File: src/hw/rtl/cple_pkg.sv
// ----------------------------------------------------------------------------
// cple_pkg: shared types and codes for the circular list position engine
// Request and status codes, stream payload widths and the control structs
// that pass between the sequencer and its two memories.
// ----------------------------------------------------------------------------
package cple_pkg;

  // payload field widths
  localparam int REQ_W  = 3;
  localparam int VAL_W  = 32;
  localparam int POS_W  = 6;
  localparam int STAT_W = 2;
  localparam int CNT_W  = 6;

  // stream data widths, padded to whole bytes
  localparam int IN_DATA_W  = 40;
  localparam int OUT_DATA_W = 40;

  // request codes
  localparam logic [REQ_W-1:0] REQ_INS_FIRST = 3'd0;
  localparam logic [REQ_W-1:0] REQ_INS_LAST  = 3'd1;
  localparam logic [REQ_W-1:0] REQ_INS_POS   = 3'd2;
  localparam logic [REQ_W-1:0] REQ_DEL_FIRST = 3'd3;
  localparam logic [REQ_W-1:0] REQ_DEL_LAST  = 3'd4;
  localparam logic [REQ_W-1:0] REQ_DEL_POS   = 3'd5;
  localparam logic [REQ_W-1:0] REQ_COUNT     = 3'd6;
  localparam logic [REQ_W-1:0] REQ_LIST_ALL  = 3'd7;

  // status codes
  localparam logic [STAT_W-1:0] ST_OK     = 2'd0;
  localparam logic [STAT_W-1:0] ST_BADPOS = 2'd1;
  localparam logic [STAT_W-1:0] ST_EMPTY  = 2'd2;
  localparam logic [STAT_W-1:0] ST_FULL   = 2'd3;

  // node store strobes
  typedef struct packed {
    logic rd_en;
    logic val_we;
    logic link_we;
  } ns_ctrl_t;

  // free stack strobes
  typedef struct packed {
    logic pop;
    logic push;
  } fs_ctrl_t;

endpackage

File: src/hw/rtl/cple_node_store.sv
// ----------------------------------------------------------------------------
// cple_node_store: node value and next-link memories
// Two arrays sharing one read address, one write port each, registered read.
// ----------------------------------------------------------------------------
module cple_node_store #(
  parameter int CAPACITY = 32
) (
  input  logic                           clk,
  input  cple_pkg::ns_ctrl_t             ctrl,
  input  logic [$clog2(CAPACITY)-1:0]    rd_addr,
  input  logic [$clog2(CAPACITY)-1:0]    val_waddr,
  input  logic signed [cple_pkg::VAL_W-1:0] val_wdata,
  input  logic [$clog2(CAPACITY)-1:0]    link_waddr,
  input  logic [$clog2(CAPACITY)-1:0]    link_wdata,
  output logic signed [cple_pkg::VAL_W-1:0] rd_val,
  output logic [$clog2(CAPACITY)-1:0]    rd_link
);

  localparam int IW = $clog2(CAPACITY);

  logic signed [cple_pkg::VAL_W-1:0] val_mem [CAPACITY];
  logic [IW-1:0]                     link_mem [CAPACITY];
  logic signed [cple_pkg::VAL_W-1:0] rd_val_r;
  logic [IW-1:0]                     rd_link_r;

  always_ff @(posedge clk) begin
    if (ctrl.val_we) begin
      val_mem[val_waddr] <= val_wdata;
    end
  end

  always_ff @(posedge clk) begin
    if (ctrl.link_we) begin
      link_mem[link_waddr] <= link_wdata;
    end
  end

  // read data holds until the next read
  always_ff @(posedge clk) begin
    if (ctrl.rd_en) begin
      rd_val_r  <= val_mem[rd_addr];
      rd_link_r <= link_mem[rd_addr];
    end
  end

  assign rd_val  = rd_val_r;
  assign rd_link = rd_link_r;

endmodule

File: src/hw/rtl/cple_free_stack.sv
// ----------------------------------------------------------------------------
// cple_free_stack: stack of free node slots
// Slot memory with a top pointer. A low-water mark stands in for the reset
// contents: entries below the lowest top ever reached still hold their own
// index, so those are answered from the index instead of the memory.
// ----------------------------------------------------------------------------
module cple_free_stack #(
  parameter int CAPACITY = 32
) (
  input  logic                              clk,
  input  logic                              rst_n,
  input  cple_pkg::fs_ctrl_t                ctrl,
  input  logic [$clog2(CAPACITY)-1:0]       push_slot,
  output logic [$clog2(CAPACITY)-1:0]       pop_slot,
  output logic [$clog2(CAPACITY+1)-1:0]     top
);

  localparam int IW = $clog2(CAPACITY);
  localparam int CW = $clog2(CAPACITY + 1);

  logic [IW-1:0] slot_mem [CAPACITY];
  logic [CW-1:0] top_r, top_nxt;
  logic [CW-1:0] lwm_r, lwm_nxt;
  logic [CW-1:0] top_dec;
  logic [IW-1:0] q_r;
  logic [IW-1:0] idx_r;
  logic          use_mem_r;

  assign top_dec = top_r - CW'(1);

  always_comb begin
    top_nxt = top_r;
    lwm_nxt = lwm_r;
    if (ctrl.pop) begin
      top_nxt = top_dec;
      if (top_dec < lwm_r) begin
        lwm_nxt = top_dec;
      end
    end else if (ctrl.push) begin
      top_nxt = top_r + CW'(1);
    end
  end

  always_ff @(posedge clk) begin
    if (!rst_n) begin
      top_r <= CW'(CAPACITY);
      lwm_r <= CW'(CAPACITY);
    end else begin
      top_r <= top_nxt;
      lwm_r <= lwm_nxt;
    end
  end

  always_ff @(posedge clk) begin
    if (ctrl.push) begin
      slot_mem[top_r[IW-1:0]] <= push_slot;
    end
  end

  always_ff @(posedge clk) begin
    if (ctrl.pop) begin
      q_r       <= slot_mem[top_dec[IW-1:0]];
      idx_r     <= top_dec[IW-1:0];
      use_mem_r <= (top_dec >= lwm_r);
    end
  end

  assign pop_slot = use_mem_r ? q_r : idx_r;
  assign top      = top_r;

endmodule

File: src/hw/rtl/circular_list_position_engine_top.sv
// ----------------------------------------------------------------------------
// circular_list_position_engine_top: circular linked list request engine
// Sequencer over a node store and a free-slot stack, with an output register.
// ----------------------------------------------------------------------------
// Requests enter on in_: in_tuser is the request code, in_tdata the value to
// insert and the 1-based position. Results leave on out_; out_tlast marks the
// final result of a request. One request at a time: in_tready is high only
// while the sequencer is idle, even if a result still waits in the output reg.
// Count, rejects and delete of the only entry answer directly; insert first /
// last and delete first write the node store; middle positional insert /
// delete walk toward the position (ends: as insert or delete first / last),
// and delete last walks the list to the entry before the tail. List all
// streams its values one a cycle while the receiver takes them.
// Walks follow one next link per cycle. in_tready returns as the final
// result loads into the output register.
// Reset (rst_n low, synchronous) empties the list and frees every slot; the
// free stack works from a low-water mark, so there is no clearing pass.
// A stalled receiver holds the output register; the sequencer waits and
// list-all resumes where it stopped.
// ----------------------------------------------------------------------------
module circular_list_position_engine_top #(
  parameter int CAPACITY = 32
) (
  input  logic                              clk,
  input  logic                              rst_n,
  // in_tdata: [31:0] value, [37:32] position, [39:38] zero
  input  logic [cple_pkg::IN_DATA_W-1:0]    in_tdata,
  // in_tuser: [2:0] req_type
  input  logic [cple_pkg::REQ_W-1:0]        in_tuser,
  input  logic                              in_tvalid,
  output logic                              in_tready,
  // out_tdata: [5:0] count, [37:6] item_value, [39:38] zero
  output logic [cple_pkg::OUT_DATA_W-1:0]   out_tdata,
  // out_tuser: [1:0] status
  output logic [cple_pkg::STAT_W-1:0]       out_tuser,
  output logic                              out_tlast,
  output logic                              out_tvalid,
  input  logic                              out_tready
);

  localparam int IW = $clog2(CAPACITY);
  localparam int CW = $clog2(CAPACITY + 1);
  // wide enough for position and size + 1 compares
  localparam int PW = ((CW > cple_pkg::POS_W) ? CW : cple_pkg::POS_W) + 1;
  localparam int PAD_W = cple_pkg::OUT_DATA_W - cple_pkg::CNT_W - cple_pkg::VAL_W;

  typedef enum logic [7:0] {
    S_IDLE = 8'b0000_0001,
    S_WR1  = 8'b0000_0010,  // write new node, splice at an end
    S_WR2  = 8'b0000_0100,  // close the ring: link[tail] = head
    S_WALK = 8'b0000_1000,  // follow links toward the predecessor
    S_WR3  = 8'b0001_0000,  // link predecessor to new node
    S_VIC  = 8'b0010_0000,  // unlink the victim
    S_LIST = 8'b0100_0000,  // stream values out
    S_RESP = 8'b1000_0000   // single result
  } state_t;

  typedef enum logic [2:0] {
    OP_INS_FIRST,
    OP_INS_LAST,
    OP_INS_MID,
    OP_DEL_FIRST,
    OP_DEL_LAST,
    OP_DEL_MID
  } op_t;

  state_t state_r, state_nxt;
  op_t    op_r, op_nxt;

  logic [IW-1:0] head_r, head_nxt;
  logic [IW-1:0] tail_r, tail_nxt;
  logic [CW-1:0] size_r, size_nxt;
  logic [IW-1:0] cur_r, cur_nxt;
  logic [IW-1:0] vic_r, vic_nxt;
  logic [CW-1:0] steps_r, steps_nxt;
  logic [CW-1:0] k_r, k_nxt;
  logic signed [cple_pkg::VAL_W-1:0]  val_r, val_nxt;
  logic [cple_pkg::STAT_W-1:0]        stat_r, stat_nxt;

  logic                               out_valid_r, out_valid_nxt;
  logic [cple_pkg::STAT_W-1:0]        out_stat_r, out_stat_nxt;
  logic [cple_pkg::CNT_W-1:0]         out_cnt_r, out_cnt_nxt;
  logic signed [cple_pkg::VAL_W-1:0]  out_item_r, out_item_nxt;
  logic                               out_last_r, out_last_nxt;

  // request fields
  logic [cple_pkg::REQ_W-1:0]         in_req;
  logic signed [cple_pkg::VAL_W-1:0]  in_value;
  logic [cple_pkg::POS_W-1:0]         in_pos;
  logic [PW-1:0]                      pos_w;
  logic [PW-1:0]                      size_w;
  logic                               is_full;
  logic                               ins_bad;
  logic                               del_bad;
  logic                               out_free;

  // memory hookup
  cple_pkg::ns_ctrl_t                 ns_ctrl;
  logic [IW-1:0]                      rd_addr;
  logic [IW-1:0]                      val_waddr;
  logic [IW-1:0]                      link_waddr;
  logic [IW-1:0]                      link_wdata;
  logic signed [cple_pkg::VAL_W-1:0]  rd_val;
  logic [IW-1:0]                      rd_link;
  cple_pkg::fs_ctrl_t                 fs_ctrl;
  logic [IW-1:0]                      push_slot;
  logic [IW-1:0]                      fs_slot;
  logic [CW-1:0]                      fs_top;

  assign in_req   = in_tuser;
  assign in_value = in_tdata[cple_pkg::VAL_W-1:0];
  assign in_pos   = in_tdata[cple_pkg::VAL_W +: cple_pkg::POS_W];
  assign pos_w    = PW'(in_pos);
  assign size_w   = PW'(size_r);
  assign is_full  = (size_r == CW'(CAPACITY)) || (fs_top == '0);
  assign ins_bad  = (pos_w == '0) || (pos_w > size_w + PW'(1));
  assign del_bad  = (pos_w == '0) || (pos_w > size_w);
  assign out_free = !out_valid_r || out_tready;

  assign in_tready = (state_r == S_IDLE);

  cple_node_store #(
    .CAPACITY (CAPACITY)
  ) u_node_store (
    .clk        (clk),
    .ctrl       (ns_ctrl),
    .rd_addr    (rd_addr),
    .val_waddr  (val_waddr),
    .val_wdata  (val_r),
    .link_waddr (link_waddr),
    .link_wdata (link_wdata),
    .rd_val     (rd_val),
    .rd_link    (rd_link)
  );

  cple_free_stack #(
    .CAPACITY (CAPACITY)
  ) u_free_stack (
    .clk       (clk),
    .rst_n     (rst_n),
    .ctrl      (fs_ctrl),
    .push_slot (push_slot),
    .pop_slot  (fs_slot),
    .top       (fs_top)
  );

  always_comb begin
    state_nxt = state_r;
    op_nxt    = op_r;
    head_nxt  = head_r;
    tail_nxt  = tail_r;
    size_nxt  = size_r;
    cur_nxt   = cur_r;
    vic_nxt   = vic_r;
    steps_nxt = steps_r;
    k_nxt     = k_r;
    val_nxt   = val_r;
    stat_nxt  = stat_r;

    out_valid_nxt = out_valid_r && !out_tready;
    out_stat_nxt  = out_stat_r;
    out_cnt_nxt   = out_cnt_r;
    out_item_nxt  = out_item_r;
    out_last_nxt  = out_last_r;

    ns_ctrl    = '0;
    rd_addr    = cur_r;
    val_waddr  = fs_slot;
    link_waddr = tail_r;
    link_wdata = head_r;
    fs_ctrl    = '0;
    push_slot  = tail_r;

    unique case (state_r)
      S_IDLE: begin
        if (in_tvalid) begin
          val_nxt   = in_value;
          stat_nxt  = cple_pkg::ST_OK;
          state_nxt = S_RESP;
          unique case (in_req) inside
            cple_pkg::REQ_INS_FIRST, cple_pkg::REQ_INS_LAST,
            cple_pkg::REQ_INS_POS: begin
              // full is checked ahead of the position
              if (is_full) begin
                stat_nxt = cple_pkg::ST_FULL;
              end else if (in_req == cple_pkg::REQ_INS_POS && ins_bad) begin
                stat_nxt = cple_pkg::ST_BADPOS;
              end else begin
                fs_ctrl.pop = 1'b1;
                if (in_req == cple_pkg::REQ_INS_FIRST ||
                    (in_req == cple_pkg::REQ_INS_POS && pos_w == PW'(1))) begin
                  op_nxt    = OP_INS_FIRST;
                  state_nxt = S_WR1;
                end else if (in_req == cple_pkg::REQ_INS_LAST ||
                             pos_w == size_w + PW'(1)) begin
                  op_nxt    = OP_INS_LAST;
                  state_nxt = S_WR1;
                end else begin
                  op_nxt        = OP_INS_MID;
                  ns_ctrl.rd_en = 1'b1;
                  rd_addr       = head_r;
                  cur_nxt       = head_r;
                  steps_nxt     = CW'(pos_w - PW'(2));
                  state_nxt     = S_WALK;
                end
              end
            end
            cple_pkg::REQ_DEL_FIRST, cple_pkg::REQ_DEL_LAST,
            cple_pkg::REQ_DEL_POS: begin
              if (size_r == '0) begin
                stat_nxt = cple_pkg::ST_EMPTY;
              end else if (in_req == cple_pkg::REQ_DEL_POS && del_bad) begin
                stat_nxt = cple_pkg::ST_BADPOS;
              end else if (size_r == CW'(1)) begin
                // single entry: list becomes empty
                head_nxt     = '0;
                tail_nxt     = '0;
                push_slot    = tail_r;
                fs_ctrl.push = 1'b1;
                size_nxt     = size_r - CW'(1);
              end else begin
                ns_ctrl.rd_en = 1'b1;
                rd_addr       = head_r;
                cur_nxt       = head_r;
                state_nxt     = S_WALK;
                if (in_req == cple_pkg::REQ_DEL_FIRST ||
                    (in_req == cple_pkg::REQ_DEL_POS && pos_w == PW'(1))) begin
                  op_nxt    = OP_DEL_FIRST;
                  steps_nxt = '0;
                end else if (in_req == cple_pkg::REQ_DEL_LAST || pos_w == size_w) begin
                  op_nxt    = OP_DEL_LAST;
                  steps_nxt = size_r - CW'(2);
                end else begin
                  op_nxt    = OP_DEL_MID;
                  steps_nxt = CW'(pos_w - PW'(2));
                end
              end
            end
            cple_pkg::REQ_COUNT: begin
              stat_nxt = cple_pkg::ST_OK;
            end
            default: begin
              // list all
              if (size_r == '0) begin
                stat_nxt = cple_pkg::ST_EMPTY;
              end else begin
                ns_ctrl.rd_en = 1'b1;
                rd_addr       = head_r;
                k_nxt         = '0;
                state_nxt     = S_LIST;
              end
            end
          endcase
        end
      end

      S_WR1: begin
        ns_ctrl.val_we = 1'b1;
        val_waddr      = fs_slot;
        if (size_r == '0) begin
          head_nxt = fs_slot;
          tail_nxt = fs_slot;
        end else if (op_r == OP_INS_FIRST) begin
          ns_ctrl.link_we = 1'b1;
          link_waddr      = fs_slot;
          link_wdata      = head_r;
          head_nxt        = fs_slot;
        end else begin
          ns_ctrl.link_we = 1'b1;
          link_waddr      = tail_r;
          link_wdata      = fs_slot;
          tail_nxt        = fs_slot;
        end
        state_nxt = S_WR2;
      end

      S_WR2: begin
        ns_ctrl.link_we = 1'b1;
        link_waddr      = tail_r;
        link_wdata      = head_r;
        if (op_r == OP_INS_FIRST || op_r == OP_INS_LAST) begin
          size_nxt = size_r + CW'(1);
        end else begin
          size_nxt = size_r - CW'(1);
        end
        state_nxt = S_RESP;
      end

      S_WALK: begin
        // rd_link is the successor of cur_r
        if (steps_r == '0) begin
          case (op_r)
            OP_DEL_FIRST: begin
              head_nxt     = rd_link;
              push_slot    = cur_r;
              fs_ctrl.push = 1'b1;
              state_nxt    = S_WR2;
            end
            OP_DEL_LAST: begin
              tail_nxt     = cur_r;
              push_slot    = tail_r;
              fs_ctrl.push = 1'b1;
              state_nxt    = S_WR2;
            end
            OP_INS_MID: begin
              ns_ctrl.val_we  = 1'b1;
              val_waddr       = fs_slot;
              ns_ctrl.link_we = 1'b1;
              link_waddr      = fs_slot;
              link_wdata      = rd_link;
              state_nxt       = S_WR3;
            end
            default: begin
              // middle delete: fetch the victim's successor
              ns_ctrl.rd_en = 1'b1;
              rd_addr       = rd_link;
              vic_nxt       = rd_link;
              state_nxt     = S_VIC;
            end
          endcase
        end else begin
          ns_ctrl.rd_en = 1'b1;
          rd_addr       = rd_link;
          cur_nxt       = rd_link;
          steps_nxt     = steps_r - CW'(1);
        end
      end

      S_WR3: begin
        ns_ctrl.link_we = 1'b1;
        link_waddr      = cur_r;
        link_wdata      = fs_slot;
        size_nxt        = size_r + CW'(1);
        state_nxt       = S_RESP;
      end

      S_VIC: begin
        ns_ctrl.link_we = 1'b1;
        link_waddr      = cur_r;
        link_wdata      = rd_link;
        push_slot       = vic_r;
        fs_ctrl.push    = 1'b1;
        size_nxt        = size_r - CW'(1);
        state_nxt       = S_RESP;
      end

      S_LIST: begin
        // read data stays put while the output stalls
        if (out_free) begin
          out_valid_nxt = 1'b1;
          out_stat_nxt  = cple_pkg::ST_OK;
          out_cnt_nxt   = cple_pkg::CNT_W'(size_r);
          out_item_nxt  = rd_val;
          out_last_nxt  = (k_r == size_r - CW'(1));
          if (k_r == size_r - CW'(1)) begin
            state_nxt = S_IDLE;
          end else begin
            ns_ctrl.rd_en = 1'b1;
            rd_addr       = rd_link;
            k_nxt         = k_r + CW'(1);
          end
        end
      end

      S_RESP: begin
        if (out_free) begin
          out_valid_nxt = 1'b1;
          out_stat_nxt  = stat_r;
          out_cnt_nxt   = cple_pkg::CNT_W'(size_r);
          out_item_nxt  = '0;
          out_last_nxt  = 1'b1;
          state_nxt     = S_IDLE;
        end
      end

      default: begin
        state_nxt = S_IDLE;
      end
    endcase
  end

  always_ff @(posedge clk) begin
    if (!rst_n) begin
      state_r     <= S_IDLE;
      head_r      <= '0;
      tail_r      <= '0;
      size_r      <= '0;
      out_valid_r <= 1'b0;
    end else begin
      state_r     <= state_nxt;
      head_r      <= head_nxt;
      tail_r      <= tail_nxt;
      size_r      <= size_nxt;
      out_valid_r <= out_valid_nxt;
    end
  end

  always_ff @(posedge clk) begin
    op_r       <= op_nxt;
    cur_r      <= cur_nxt;
    vic_r      <= vic_nxt;
    steps_r    <= steps_nxt;
    k_r        <= k_nxt;
    val_r      <= val_nxt;
    stat_r     <= stat_nxt;
    out_stat_r <= out_stat_nxt;
    out_cnt_r  <= out_cnt_nxt;
    out_item_r <= out_item_nxt;
    out_last_r <= out_last_nxt;
  end

  assign out_tvalid = out_valid_r;
  assign out_tuser  = out_stat_r;
  assign out_tlast  = out_last_r;
  assign out_tdata  = {{PAD_W{1'b0}}, out_item_r, out_cnt_r};

`ifndef NO_ASSERTIONS
  // between requests every slot is either in the list or on the free stack
  a_slot_balance: assert property (@(posedge clk) disable iff (!rst_n)
    (state_r == S_IDLE) |->
      ((CW+1)'(size_r) + (CW+1)'(fs_top)) == (CW+1)'(CAPACITY))
    else $error("list size and free stack depth disagree");

  a_no_pop_empty: assert property (@(posedge clk) disable iff (!rst_n)
    fs_ctrl.pop |-> (fs_top != '0))
    else $error("pop from empty free stack");

  a_no_push_full: assert property (@(posedge clk) disable iff (!rst_n)
    fs_ctrl.push |-> (fs_top != CW'(CAPACITY)))
    else $error("push onto full free stack");

  a_list_nonempty: assert property (@(posedge clk) disable iff (!rst_n)
    (state_r == S_LIST) |-> (size_r != '0))
    else $error("list streaming with empty list");

  a_one_request: assert property (@(posedge clk) disable iff (!rst_n)
    (in_tvalid && in_tready) |=> !in_tready)
    else $error("second request taken while busy");
`endif

endmodule
File: config.mk
export PLATFORM = sky130hd
export DESIGN_NAME = circular_list_position_engine_top
export DESIGN_NICKNAME = d
export VERILOG_FILES = /design/src/hw/rtl/cple_pkg.sv /design/src/hw/rtl/cple_node_store.sv /design/src/hw/rtl/cple_free_stack.sv /design/src/hw/rtl/circular_list_position_engine_top.sv
export SDC_FILE = /design/constraint.sdc
export NUM_CORES = 2
export LEC_CHECK = 0
export BUFFER_PORTS_ARGS = -buffer_cell sky130_fd_sc_hd__buf_4
export CORE_MARGIN = 2
export CORE_UTILIZATION = 60
export CTS_CLUSTER_DIAMETER = 30
export DETAILED_ROUTE_END_ITERATION = 12
export GPL_ROUTABILITY_DRIVEN = 0
export GPL_TIMING_DRIVEN = 0
export PLACE_DENSITY = 0.76
export SYNTH_ARGS = -nofsm -noshare
export SYNTH_HDL_FRONTEND = slang
export SYNTH_HIERARCHICAL = 1
export SYNTH_SLANG_ARGS = --single-unit
export TNS_END_PERCENT = 20
File: constraint.sdc
create_clock -name clk -period 8.1 [get_ports clk]
set_input_delay 0.81 -clock clk [delete_from_list [all_inputs] [get_ports clk]]
set_output_delay 0.81 -clock clk [all_outputs]
set_load 0.01 [all_outputs]
==> flow_metrics.tcl <==
set metrics [dict create \
    insertion_delay_ps 880 \
    crit_type "register to register" \
    ys.flop_type "edfxtp_1" \
    syn-cell-area_um2 62200 \
    crit_buf_inv 2 \
    finalCritPeriodShare_pct 76.5 \
    dp_hpwl_um 97000 \
    clockBufferDepth 4 \
    drtAntennaViolNets 0 \
    arrival_ps 6750 \
    portBuffers 85 \
    rsz0062_at_grt "false" \
    crit_family "compound AO/OA/AOI/OAI gates" \
    grt_pass1_wl_um 229000 \
    worst_slew_pin_slew_ps 1460 \
    fin_worst_skew_ps 68.2 \
    grt_pass1_vias 37300 \
    ios 92 \
    antenna_found_initial 2 \
    synth_xor_area_share_pct 0.549 \
    route.detailed.drc 0 \
    vias_per_cell 6.32 \
    path_clk_slew_ps 50 \
    yosys_warnings 6 \
    routed-via-count 36600 \
    htreeDepth 5 \
    rows 118 \
    synth-edff-count 1492 \
    finalMaxSlewViolations 0 \
    p_leak_nw 25.9 \
    syn2layout_area_growth_pct 20.2 \
    cts_root_buffer "clkbuf_16" \
    crit_slowest_cell "a31oi_1" \
    fin_util_pct 72.5 \
    cts_resized 0 \
    synth.area.mux_share_pct 11.4 \
    min_path_type "input port to register" \
    die_w_um 326 \
    cts_hold_buf 0 \
    ys_async_sr_fraction_pct 0 \
    required_ps 8660 \
    dieHeight_um 326 \
    synth_top_family_by_area "multiplexers" \
    grt_max_degree 35 \
    min_period_ps 6200 \
    num-nets-final 4285 \
    grt-ovfl-total 0 \
    core_area_um2 103000 \
    maxCapViolations 0 \
    dr.first_iter.drc_count 4525 \
    setup_viol 0 \
    crit_path_frequent_cell "nand3_1" \
    crit_path_end_kind "register" \
    postCtsSetupRepairBufs 0 \
    synth_compound_area_share_pct 6.18 \
    wl_um 155000 \
    hold_viol_final 0 \
    numCtsBuffers 284 \
    ir_drop_mv 0.189 \
    ys_ff_latch 1529 \
    slew_headroom_pct 2.87 \
    pre_cts_ws_ps 2000 \
    syn_area_per_cell_um2 16.4 \
    fmax_mhz 161 \
    clock_sinks 1529 \
    synth-simple-area-share_pct 5.75 \
    power_density_nw_per_um2 349 \
    synth_adder_area_share_pct 0.664 \
    dr.pass1.iters 5 \
    grt_usage_pct 28.9 \
    path_cells "ha_1 -> nand3_1 -> xnor2_1 -> ha_1 -> a21o_1 -> a21o_1 -> o2111ai_1 -> nand3_1 -> nor3b_1 -> o221ai_1 -> a31o_1 -> or2_1 -> clkbuf_1 -> clkbuf_1 -> nor3_1 -> a31oi_1 -> nand3_1" \
    cp-start-kind "register" \
    layout_setup_ws_ps 1900 \
    cpPeakStageDelay_ps 620 \
    drive_gt1_share_pct 18.1 \
    wl_per_cell_um 26.7 \
    syn-instance-count 3798 \
    yosys.cell_types.count 91 \
    cp_max_fo 10 \
    cts_tree "yes" \
    ys_seq_area_share_pct 73.2 \
    start_util_pct 60.3 \
    die_area_um2 106000 \
    status "finished, final reports clean" \
    nFillCells 5977 \
]
==> cells by family after synthesis <==
group | Yosys count
flip-flops | 1529
AND/OR/NAND/NOR | 742
multiplexers | 656
AO/OA/AOI/OAI | 547
buffers and inverters | 251
XOR/XNOR | 39
adder cells (fa/ha/maj) | 33
other | 1
==> state kept, by name, summed over array words and instances, names as in the netlist, 6 cells and up <==
signal / count
u_node_store/rd_val: 32
steps_r: 6
u_node_store/val_mem: 1024
u_free_stack/slot_mem: 160
size_r: 6
u_node_store/link_mem: 160
k_r: 6
u_free_stack/lwm_r: 6
u_free_stack/top: 6
out_item_r: 32
val_r: 32
state_r: 8
out_cnt_r: 6
==> stage by stage <==
stage / hold slack (ps) / instance area [um2] / TNS, ps / power (mW) / cells
floorplan: 403 / 62200 / 0 / 12.8 / 3799
global placement: 417 / 64600 / -9070 / 14.6 / 5264
detailed placement: 416 / 65600 / 0 / 14.8 / 5299
CTS: 81.4 / 74800 / 0 / 26.1 / 5791
global route: 95.2 / 74800 / 0 / 26.8 / 5791
finish: 122 / 74800 / 0 / 26.1 / 5792
==> path summary, 6_finish.rpt <==
kind	from	endpoint	slack (ps)	cells after the start
worst max register to register	size_r[0]	u_node_store/rd_val[28]	1900	17
worst max-delay path	size_r[0]	u_node_store/rd_val[28]	1900	17
worst min register to register	size_r[4]	out_cnt_r[4]	430	0
worst min-delay path	in_tdata[2]	val_r[2]	120	1
==> Yosys cell counts (11+ instances only) <==
master | number | area share [%]
edfxtp_1 | 1492 | 72
mux2i_1 | 601 | 9.7
nand2_1 | 230 | 1.4
nor2_1 | 162 | 0.98
a21oi_1 | 155 | 1.2
nand3_1 | 136 | 1.1
a22oi_1 | 120 | 1.4
a22o_1 | 79 | 1.1
clkbuf_1 | 79 | 0.48
buf_2 | 56 | 0.45
nor3_1 | 52 | 0.42
a31oi_1 | 45 | 0.45
inv_1 | 42 | 0.25
and2_1 | 39 | 0.39
buf_4 | 38 | 0.46
dfxtp_1 | 37 | 1.2
mux4_2 | 36 | 1.3
ha_1 | 33 | 0.66
o21ai_0 | 30 | 0.24
xnor2_1 | 26 | 0.37
buf_6 | 23 | 0.42
a211oi_1 | 18 | 0.22
nand3b_1 | 18 | 0.22
mux2_2 | 15 | 0.27
nor2b_1 | 15 | 0.15
xor2_1 | 13 | 0.18
a21o_1 | 11 | 0.13
a221oi_1 | 11 | 0.15
nor4_1 | 11 | 0.11
==> routing by layer <==
metal	track usage [%]	vias up	wire length, um
met3	5.81	347	15600
met1	39.5	18300	59900
met5	0	-	0
met2	46.0	2169	73900
met4	11.8	0	5480
li1	-	15800	-
==> cell usage in the layout (no fill, tap or decap), types with 23 or more instances in the layout <==
master	count
xnor2_1	26
inv_6	25
nor2_4	32
buf_4	123
nor3_1	52
mux4_2	36
nor2_1	130
a22oi_1	120
clkinv_1	33
ha_1	33
bufinv_16	30
a21oi_1	154
nand2_1	230
buf_6	23
o21ai_0	29
edfxtp_1	1492
nand3_1	136
clkbuf_1	105
clkinv_2	41
dfxtp_1	37
a22o_1	79
mux2i_1	601
buf_12	26
clkbuf_16	286
buf_2	56
inv_1	41
a31oi_1	45
and2_1	39
clkinvlp_4	25
==> area by class of cell <==
cell class / instances / area (um2) / area share, %
antenna: 1 / 2.50 / 0.00334
buffer: 208 / 1240 / 1.66
clock buffer: 312 / 7250 / 9.70
clock inverter: 180 / 1930 / 2.58
inverter: 43 / 161 / 0.216
multi-input combinational: 2019 / 15500 / 20.8
sequential: 1529 / 45500 / 60.9
tap: 1380 / 1730 / 2.31
timing repair buffer: 120 / 1410 / 1.89
==> where the power goes <==
group	internal, mW	switching [mW]	total [mW]
Sequential	9.03	0.271	9.30
Clock	7.43	3.85	11.3
Combinational	1.94	3.59	5.53
Total	18.4	7.72	26.1
(Power assumes the default switching activity.)
